<file path="src/lpd_pkg.sv">
// lpd_pkg: shared types and constants of the length-prefixed deframer
`default_nettype none
package lpd_pkg;

	localparam int unsigned ByteW = 8;
	localparam int unsigned WordW = 32;
	localparam int unsigned IdxW  = 3;

	// header byte positions
	localparam logic [IdxW-1:0] LenFirst = 3'd0;
	localparam logic [IdxW-1:0] IdFirst  = 3'd4;
	localparam logic [IdxW-1:0] HdrLast  = 3'd7;

	localparam int unsigned OutDataW = 72;
	localparam int unsigned OutUserW = 2;

	typedef struct packed {
		logic             valid;
		logic [ByteW-1:0] payload_byte;
		logic [WordW-1:0] message_id;
		logic [WordW-1:0] message_length;
		logic             first_of_message;
		logic             last_of_message;
		logic             empty_message;
	} res_t;

endpackage
`default_nettype wire

</file>
<file path="src/length_prefixed_deframer_top.sv">
// length_prefixed_deframer_top: byte stream in, tagged payload bytes out
//
//  channel  dir  tdata                                   tlast            tuser
//  s_axis   in   [7:0] data_byte                         -                -
//  m_axis   out  [7:0] payload_byte, [39:8] message_id,  last_of_message  [0] first_of_message
//                [71:40] message_length                                   [1] empty_message
//
// one byte is taken per cycle while ready is high; a result appears in the cycle after the byte that causes it
// header bytes give no result, except the eighth of a zero-length message (empty marker)
// every payload byte gives one result
// ready follows the output register: high while it is empty or being drained
// arst_n clears the header counter, accumulators and the output valid
`default_nettype none
module length_prefixed_deframer_top (
	input  wire logic                          clk,
	input  wire logic                          arst_n,
	input  wire logic                          s_axis_tvalid,
	output logic                               s_axis_tready,
	input  wire logic [7:0]                    s_axis_tdata,  // data_byte
	output logic                               m_axis_tvalid,
	input  wire logic                          m_axis_tready,
	// payload_byte, message_id, message_length
	output logic [lpd_pkg::OutDataW-1:0]       m_axis_tdata,
	output logic                               m_axis_tlast,
	// first_of_message, empty_message
	output logic [lpd_pkg::OutUserW-1:0]       m_axis_tuser
);
	import lpd_pkg::*;

	res_t res;
	logic can_load;
	logic take;

	assign s_axis_tready = can_load;
	assign take          = s_axis_tvalid && can_load;

	lpd_hdr u_hdr (
		.clk       (clk),
		.arst_n    (arst_n),
		.take      (take),
		.data_byte (s_axis_tdata),
		.res       (res)
	);

	lpd_out u_out (
		.clk      (clk),
		.arst_n   (arst_n),
		.res      (res),
		.can_load (can_load),
		.m_tvalid (m_axis_tvalid),
		.m_tready (m_axis_tready),
		.m_tdata  (m_axis_tdata),
		.m_tlast  (m_axis_tlast),
		.m_tuser  (m_axis_tuser)
	);

endmodule
`default_nettype wire

</file>
<file path="src/lpd_hdr.sv">
// lpd_hdr: header gathering, payload count and result generation
`default_nettype none
module lpd_hdr (
	input  wire logic                  clk,
	input  wire logic                  arst_n,
	input  wire logic                  take,
	input  wire logic [lpd_pkg::ByteW-1:0] data_byte,
	output lpd_pkg::res_t              res
);
	import lpd_pkg::*;

	logic [IdxW-1:0]  hdr_idx_q;
	logic [WordW-1:0] len_acc_q;
	logic [WordW-1:0] id_acc_q;
	logic [WordW-1:0] remaining_q;
	logic             in_payload_q;
	logic             at_first_q;

	logic [WordW-1:0] byte_ext;
	logic [WordW-1:0] byte_shifted;
	logic [WordW-1:0] len_next;
	logic [WordW-1:0] id_next;
	logic             pay_last;

	assign byte_ext     = {{(WordW-ByteW){1'b0}}, data_byte};
	assign byte_shifted = byte_ext << {hdr_idx_q[1:0], 3'b000};
	assign pay_last     = (remaining_q[WordW-1:1] == '0);

	always_comb begin
		len_next = len_acc_q;
		id_next  = id_acc_q;
		if (hdr_idx_q == LenFirst) begin
			len_next = byte_ext;
		end else if (hdr_idx_q < IdFirst) begin
			len_next = len_acc_q | byte_shifted;
		end else if (hdr_idx_q == IdFirst) begin
			id_next = byte_ext;
		end else begin
			id_next = id_acc_q | byte_shifted;
		end
	end

	always_comb begin
		res                  = '0;
		res.message_id       = id_acc_q;
		res.message_length   = len_acc_q;
		res.payload_byte     = data_byte;
		res.first_of_message = at_first_q;
		res.last_of_message  = pay_last;
		if (in_payload_q) begin
			res.valid = take;
		end else begin
			// empty marker on the last header byte of a zero-length message
			res.message_id       = id_next;
			res.payload_byte     = '0;
			res.first_of_message = 1'b1;
			res.last_of_message  = 1'b1;
			res.empty_message    = 1'b1;
			res.valid            = take && (hdr_idx_q == HdrLast) && (len_acc_q == '0);
		end
	end

	always_ff @(posedge clk or negedge arst_n) begin
		if (!arst_n) begin
			hdr_idx_q    <= '0;
			len_acc_q    <= '0;
			id_acc_q     <= '0;
			remaining_q  <= '0;
			in_payload_q <= 1'b0;
			at_first_q   <= 1'b0;
		end else if (take) begin
			if (in_payload_q) begin
				at_first_q <= 1'b0;
				if (pay_last) begin
					remaining_q  <= '0;
					in_payload_q <= 1'b0;
				end else begin
					remaining_q <= remaining_q - 1'b1;
				end
			end else begin
				len_acc_q <= len_next;
				id_acc_q  <= id_next;
				if (hdr_idx_q == HdrLast) begin
					hdr_idx_q <= '0;
					if (len_acc_q != '0) begin
						remaining_q  <= len_acc_q;
						in_payload_q <= 1'b1;
						at_first_q   <= 1'b1;
					end
				end else begin
					hdr_idx_q <= hdr_idx_q + 1'b1;
				end
			end
		end
	end

	a_idx_idle_in_payload: assert property (@(posedge clk) disable iff (!arst_n)
		in_payload_q |-> (hdr_idx_q == LenFirst))
		else $error("header index moved during payload");

	a_remaining_nonzero: assert property (@(posedge clk) disable iff (!arst_n)
		in_payload_q |-> (remaining_q != '0))
		else $error("payload active with no bytes left");

	a_payload_start: assert property (@(posedge clk) disable iff (!arst_n)
		(take && !in_payload_q && hdr_idx_q == HdrLast && len_acc_q != '0)
		|=> (in_payload_q && at_first_q && remaining_q == $past(len_acc_q)))
		else $error("payload did not start after header");

	a_empty_marks: assert property (@(posedge clk) disable iff (!arst_n)
		(res.valid && res.empty_message) |-> (!in_payload_q && hdr_idx_q == HdrLast))
		else $error("empty marker outside header end");

endmodule
`default_nettype wire

</file>
<file path="src/lpd_out.sv">
// lpd_out: result register toward the master-side stream
`default_nettype none
module lpd_out (
	input  wire logic                         clk,
	input  wire logic                         arst_n,
	input  lpd_pkg::res_t                     res,
	output logic                              can_load,
	output logic                              m_tvalid,
	input  wire logic                         m_tready,
	output logic [lpd_pkg::OutDataW-1:0]      m_tdata,
	output logic                              m_tlast,
	output logic [lpd_pkg::OutUserW-1:0]      m_tuser
);
	import lpd_pkg::*;

	logic             valid_q;
	logic [ByteW-1:0] byte_q;
	logic [WordW-1:0] id_q;
	logic [WordW-1:0] len_q;
	logic             first_q;
	logic             last_q;
	logic             empty_q;

	// register frees up in the same cycle its transaction completes
	assign can_load = !valid_q || m_tready;

	always_ff @(posedge clk or negedge arst_n) begin
		if (!arst_n) begin
			valid_q <= 1'b0;
		end else if (can_load) begin
			valid_q <= res.valid;
		end
	end

	always_ff @(posedge clk) begin
		if (can_load && res.valid) begin
			byte_q  <= res.payload_byte;
			id_q    <= res.message_id;
			len_q   <= res.message_length;
			first_q <= res.first_of_message;
			last_q  <= res.last_of_message;
			empty_q <= res.empty_message;
		end
	end

	assign m_tvalid = valid_q;
	assign m_tdata  = {len_q, id_q, byte_q};
	assign m_tlast  = last_q;
	assign m_tuser  = {empty_q, first_q};

	a_no_overwrite: assert property (@(posedge clk) disable iff (!arst_n)
		(valid_q && !m_tready) |=> (valid_q && $stable(id_q) && $stable(byte_q)))
		else $error("pending result overwritten");

endmodule
`default_nettype wire

</file>
<file path="config.mk">
export PLATFORM = sky130hd
export DESIGN_NAME = length_prefixed_deframer_top
export DESIGN_NICKNAME = d
export VERILOG_FILES = /design/src/lpd_pkg.sv /design/src/length_prefixed_deframer_top.sv /design/src/lpd_hdr.sv /design/src/lpd_out.sv
export SDC_FILE = /design/constraint.sdc
export NUM_CORES = 1
export LEC_CHECK = 0
export BUFFER_PORTS_ARGS = -buffer_cell sky130_fd_sc_hd__buf_2
export CAP_MARGIN = 20
export CORE_ASPECT_RATIO = 1.5
export CORE_UTILIZATION = 30
export DETAILED_ROUTE_END_ITERATION = 10
export PLACE_DENSITY_LB_ADDON = 0.12
export SKIP_LAST_GASP = 1
export SYNTH_ARGS = -nofsm -noshare
export SYNTH_HDL_FRONTEND = slang
export SYNTH_SLANG_ARGS = --single-unit
export TNS_END_PERCENT = 30
</file>
<file path="constraint.sdc">
create_clock -name clk -period 5.69 [get_ports clk]
set_input_delay 0.2845 -clock clk [delete_from_list [all_inputs] [get_ports clk]]
set_output_delay 0.2845 -clock clk [all_outputs]
set_load 0.02 [all_outputs]
</file>
# == Word level (Yosys, flattened, before mapping) ==
# Index checks and enable logic that the tools add are counted.
# word_totals
register_bits,177
output_inout_bits,77
# op_classes
n_mux,20
magnitude_cmp,1
n_addsub,2
shifts,1
reduce_logical,16
bitwise_logic,3
n_eq_ne,2
# ops
op,count
$mux 32,10
$or 32x32->32,2
$logic_not 32->1,1
$reduce_bool 32->1,1
$shl 8x5->32,1
$sub 32x1->32 const B,1
$logic_not 31->1,1
$mux 1,9
$eq 3x3->1 const B,2
$reduce_and 3->1,2
$reduce_bool 2->1,3
$logic_and 1x1->1,4
$add 3x1->3 const B,1
$logic_not 3->1,1
$lt 3x3->1 const B,1
$mux 3,1
$reduce_and 2->1,1
$logic_not 1->1,1
$logic_or 1x1->1,1
$not 1->1,1

# == Logic depth before layout (Yosys ltp) ==
# logic_depth
depth_word,7
depth_mapped,10
ltp_nobuf,8

# == By module ==
# A second synthesis with hierarchy kept.
# unflattened
hier_cells,672
hier_area_um2,7518.5
# modules_own_cells
mod,area_per_inst_um2,cells_each,n_inst
lpd_hdr,5191.2,590,1
lpd_out,2321.0,81,1
length_prefixed_deframer_top,6.3,1,1

# == Worst setup path after synthesis ==
# OpenSTA, ideal clock, no wires.
# synth_path
path_kind,register -> register
from,register u_hdr.len_acc_q[7]
to,register u_out.byte_q[0] (enable)
period_less_slack_ps,4680
setup_slack_ps,1010
path_stages_with_launch,6
t_arrival_ps,4171
path_cell_list,dfrtp_1 -> nor4_1 -> nand4_1 -> nor2_1 -> a21oi_1 -> nor2_1
# synth_via
elab_chain_cells,4
# synth_rtl
item,line,text
start: declaration,lpd_hdr.sv:13,logic [WordW-1:0] len_acc_q;
start signal: assignment,lpd_hdr.sv:81,len_acc_q <= len_next;
$logic_not 32->1,lpd_hdr.sv:59,res.valid = take && (hdr_idx_q == HdrLast) && (len_acc_q == '0);
$logic_and 1x1->1,lpd_hdr.sv:59,
$mux 1,lpd_hdr.sv:50,if (in_payload_q) begin
$logic_and 1x1->1,lpd_out.sv:36,if (can_load && res.valid) begin
end signal: assignment,lpd_out.sv:37,byte_q <= res.payload_byte;
end: declaration,lpd_out.sv:17,logic [ByteW-1:0] byte_q;
# No other way between the ends.
# A chain may end at the register's enable or synchronous reset.

# == Worst setup path after layout ==
# layout_path
from,register u_hdr.len_acc_q[2]
to,register u_out.byte_q[5] (enable)
# Same word-level chain as after synthesis.

==> run_results.csv <==
group,metric,value,unit
timing,fin_crit,3.070,ns
synth,ys_async_sr_fraction,57.63,%
timing,worst_pin_slew,1.074,ns
timing,fin_skew,0.009218,ns
floorplan,die_y,194.5,um
synth,synthCells,666,
timing,hold_viol_final,0,
timing,report.final.slew_viol_count,0,
floorplan,dieWidth,130.3,um
synth,synth_edf_count,75,
routing,route.detailed.drc,0,
synth,syn_nets,682,
floorplan,core_area,24350,um2
placement,portBuffers,88,
layout,fin_area,8818,um2
placement,placed_cells,1048,
layout,stdcell_count,1082,
synth,yosysTopAreaCell,"dfrtp_1",
timing,slew_headroom,28.40,%
placement,place_area,8145,um2
min_path,hp-class,"input port to flop",
layout,fillerInstances,2468,
cts,cts_max_path_buffers,2,
synth,synth.most_common_cell,"dfrtp_1",
critical_path,crit_slowest_cell,"buf_4",
synth,synth_area,7412,um2
job,maxCapViolCount,0,
cts,cts_tree,"done",
layout,drive_gt1_share,18.47,%
global_routing,grt_pass1_wl,33.60,mm
timing,timing.final.crit_share,53.96,%
cts,cts.repair.resized,0,
synth,yosysSeqAreaShare,64.82,%
cts,cts_buffers,17,
cts,post_cts_buffers,0,
critical_path,criticalPathCategory,"flop to flop",
placement,dp_hpwl,14.25,mm
cts,cts_hold_buf,1,
global_routing,grt_overflow_total,0,
pwr,powerDensity,562.1,nW/um2
floorplan,die-area,25350,um2
synth,netlist.area_leader.share,34.44,%
synth,synth_seq_cells,177,
routing,dr.first_iter.drc_count,365,
placement,gp_congestion,0.8307,
synth,ys.flop_type,"dfrtp_1",
global_routing,grt_pass1_vias,5597,
pwr,irDropWorstVdd,0.2536,mV
routing,viasPerCell,5.110,
cts,clk_pin_slew,0.07,ns
floorplan,ios,89,
cts,insertion_delay,0.43,ns
routing,drt-total-wl,21.57,mm
routing,firstDrtPassIters,5,
critical_path,max_stage_delay,0.77,ns
routing,post_drt_wl_per_cell,19.93,um
layout,nets,761,
synth,ys_warn_count,0,
global_routing,track_usage,18.13,%
critical_path,path_cells,"nor4_1 -> nand4_1 -> nor2_1 -> a21oi_1 -> nor2_4 -> buf_4",
run_status,status,"finished clean",
timing,fin_setup_tns,0,ns
critical_path,cp.arrival,3.13,ns
timing,setup_viol_count_final,0,
cts,htree_levels,4,
timing,max_freq,0.3257,GHz
critical_path,required,5.75,ns
critical_path,worst_setup_path_end_kind,"flop",
layout,syn2layout_area_growth,18.97,%
timing,hold_slack,0.3035,ns
floorplan,row_count,70,
pwr,leakagePower,3.699,nW
routing,vias,5529,
layout,diodes,0,
timing,rsz0062_at_grt,"no",
floorplan,initial_core_util,30.44,%
synth,yosys-top-cells-count,"102 x dfrtp_1, 99 x nor2_1, 86 x a21oi_1, 75 x edfxtp_1, 62 x nand2_1",
critical_path,worstPathMaxFanout,65,
synth,synthTopCellsByArea,"dfrtp_1 34%, edfxtp_1 30%, a21oi_1 5.8%",
synth,synth_cell_types,51,
cts,clock_sinks,177,
critical_path,critical_path.startpoint_type,"flop",
synth,synth_area_per_cell,11.13,um2
routing,drtAntennaViolNets,0,
global_routing,grt_max_degree,66,
cts,cts-root-buf,"clkbuf_16",
global_routing,antenna_found_initial,0,
cell families (layout without fill, tap and decap cells):
logic type | Yosys count | in the layout | synth area share [%]
fa+ha+maj | 4 | 4 | 0.6752
simple gates | 253 | 253 | 16.04
mux | 2 | 2 | 0.2701
xor+xnor | 3 | 3 | 0.3546
flops | 177 | 177 | 64.82
buf+inv | 46 | 138 | 2.802
compound gates | 181 | 181 | 15.04
per-layer routing:
metal,GRT usage [%],wire (um)
met4,7.067,549
met3,3.138,730
met2,31.42,11330
met1,22.04,8957
met5,0,0
worst max-delay path: cells and delay by family (launching register included):
kind                   cells  cell delay (ns)
AO/OA/AOI/OAI              1             0.16
buffers and inverters      1             0.77
flip-flops                 1             0.42
AND/OR/NAND/NOR            4             1.30
flip-flops by register name, indices dropped and copies added (netlist names), 3 cells and up:
name               cells
u_out.len_q           32
u_hdr.hdr_idx_q        3
u_hdr.remaining_q     32
u_out.id_q            32
u_hdr.len_acc_q       32
u_hdr.id_acc_q        32
u_out.byte_q           8
cell usage in the layout, fill, tap and decap left out, types with 4 or more instances in the layout:
cell	count
a21o_1	6
a21oi_1	86
a221o_1	17
a22o_1	8
a22oi_1	4
and2_1	11
and3_1	6
buf_2	89
buf_4	7
bufinv_16	5
clkbuf_16	17
dfrtp_1	102
edfxtp_1	75
ha_1	4
inv_1	7
nand2_1	62
nand2b_1	4
nand3_1	6
nand4_1	6
nor2_1	98
nor3_1	18
nor4_1	17
o21ai_0	37
o21ai_1	6
or3_1	9
or4_1	5
final timing paths:
path,startpoint,to,slack (ns),cells after the start
setup / recovery,u_hdr.len_acc_q[2],u_out.byte_q[5],2.62,6
hold / removal,s_axis_tdata[3],u_hdr.id_acc_q[3],0.30,3
setup reg to reg,u_hdr.len_acc_q[2],u_out.byte_q[5],2.62,6
hold reg to reg,u_hdr.at_first_q,u_hdr.at_first_q,0.47,1
max in group asynchronous,arst_n,u_hdr.id_acc_q[22],4.02,3
min in group asynchronous,arst_n,u_hdr.remaining_q[4],0.41,2
area by class of cell:
| class | count | area [um2] | share of cell area (%) |
|---|---|---|---|
| flip-flops and latches | 177 | 4805 | 54.48 |
| multi-input cells | 443 | 2407 | 27.30 |
| repair buffers | 97 | 508.0 | 5.760 |
| clock buffers | 18 | 429.2 | 4.867 |
| well taps | 324 | 405.4 | 4.597 |
| clock inverters | 14 | 229.0 | 2.596 |
| inverters | 9 | 35.03 | 0.3973 |
power by group:
part           leakage [nW]  total (W)  switching [W]  internal (W)
clock network         0.319    0.00131       0.000524      0.000790
registers              1.97    0.00222       0.000366       0.00185
logic                  1.40    0.00143       0.000940      0.000486
total                  3.70    0.00496        0.00183       0.00313
per-stage QoR:
step           worst slack [ns]  total power, W  util (%)
2_1_floorplan             1.010        0.003158         -
3_3_place_gp              2.650        0.003647     33.43
3_5_place_dp              2.622        0.003667     33.45
4_1_cts                   2.591        0.005005     36.20
5_1_grt                   2.406        0.005260     36.22
6_report                  2.620        0.004957     36.22
Power figures use the tool's default switching activity.
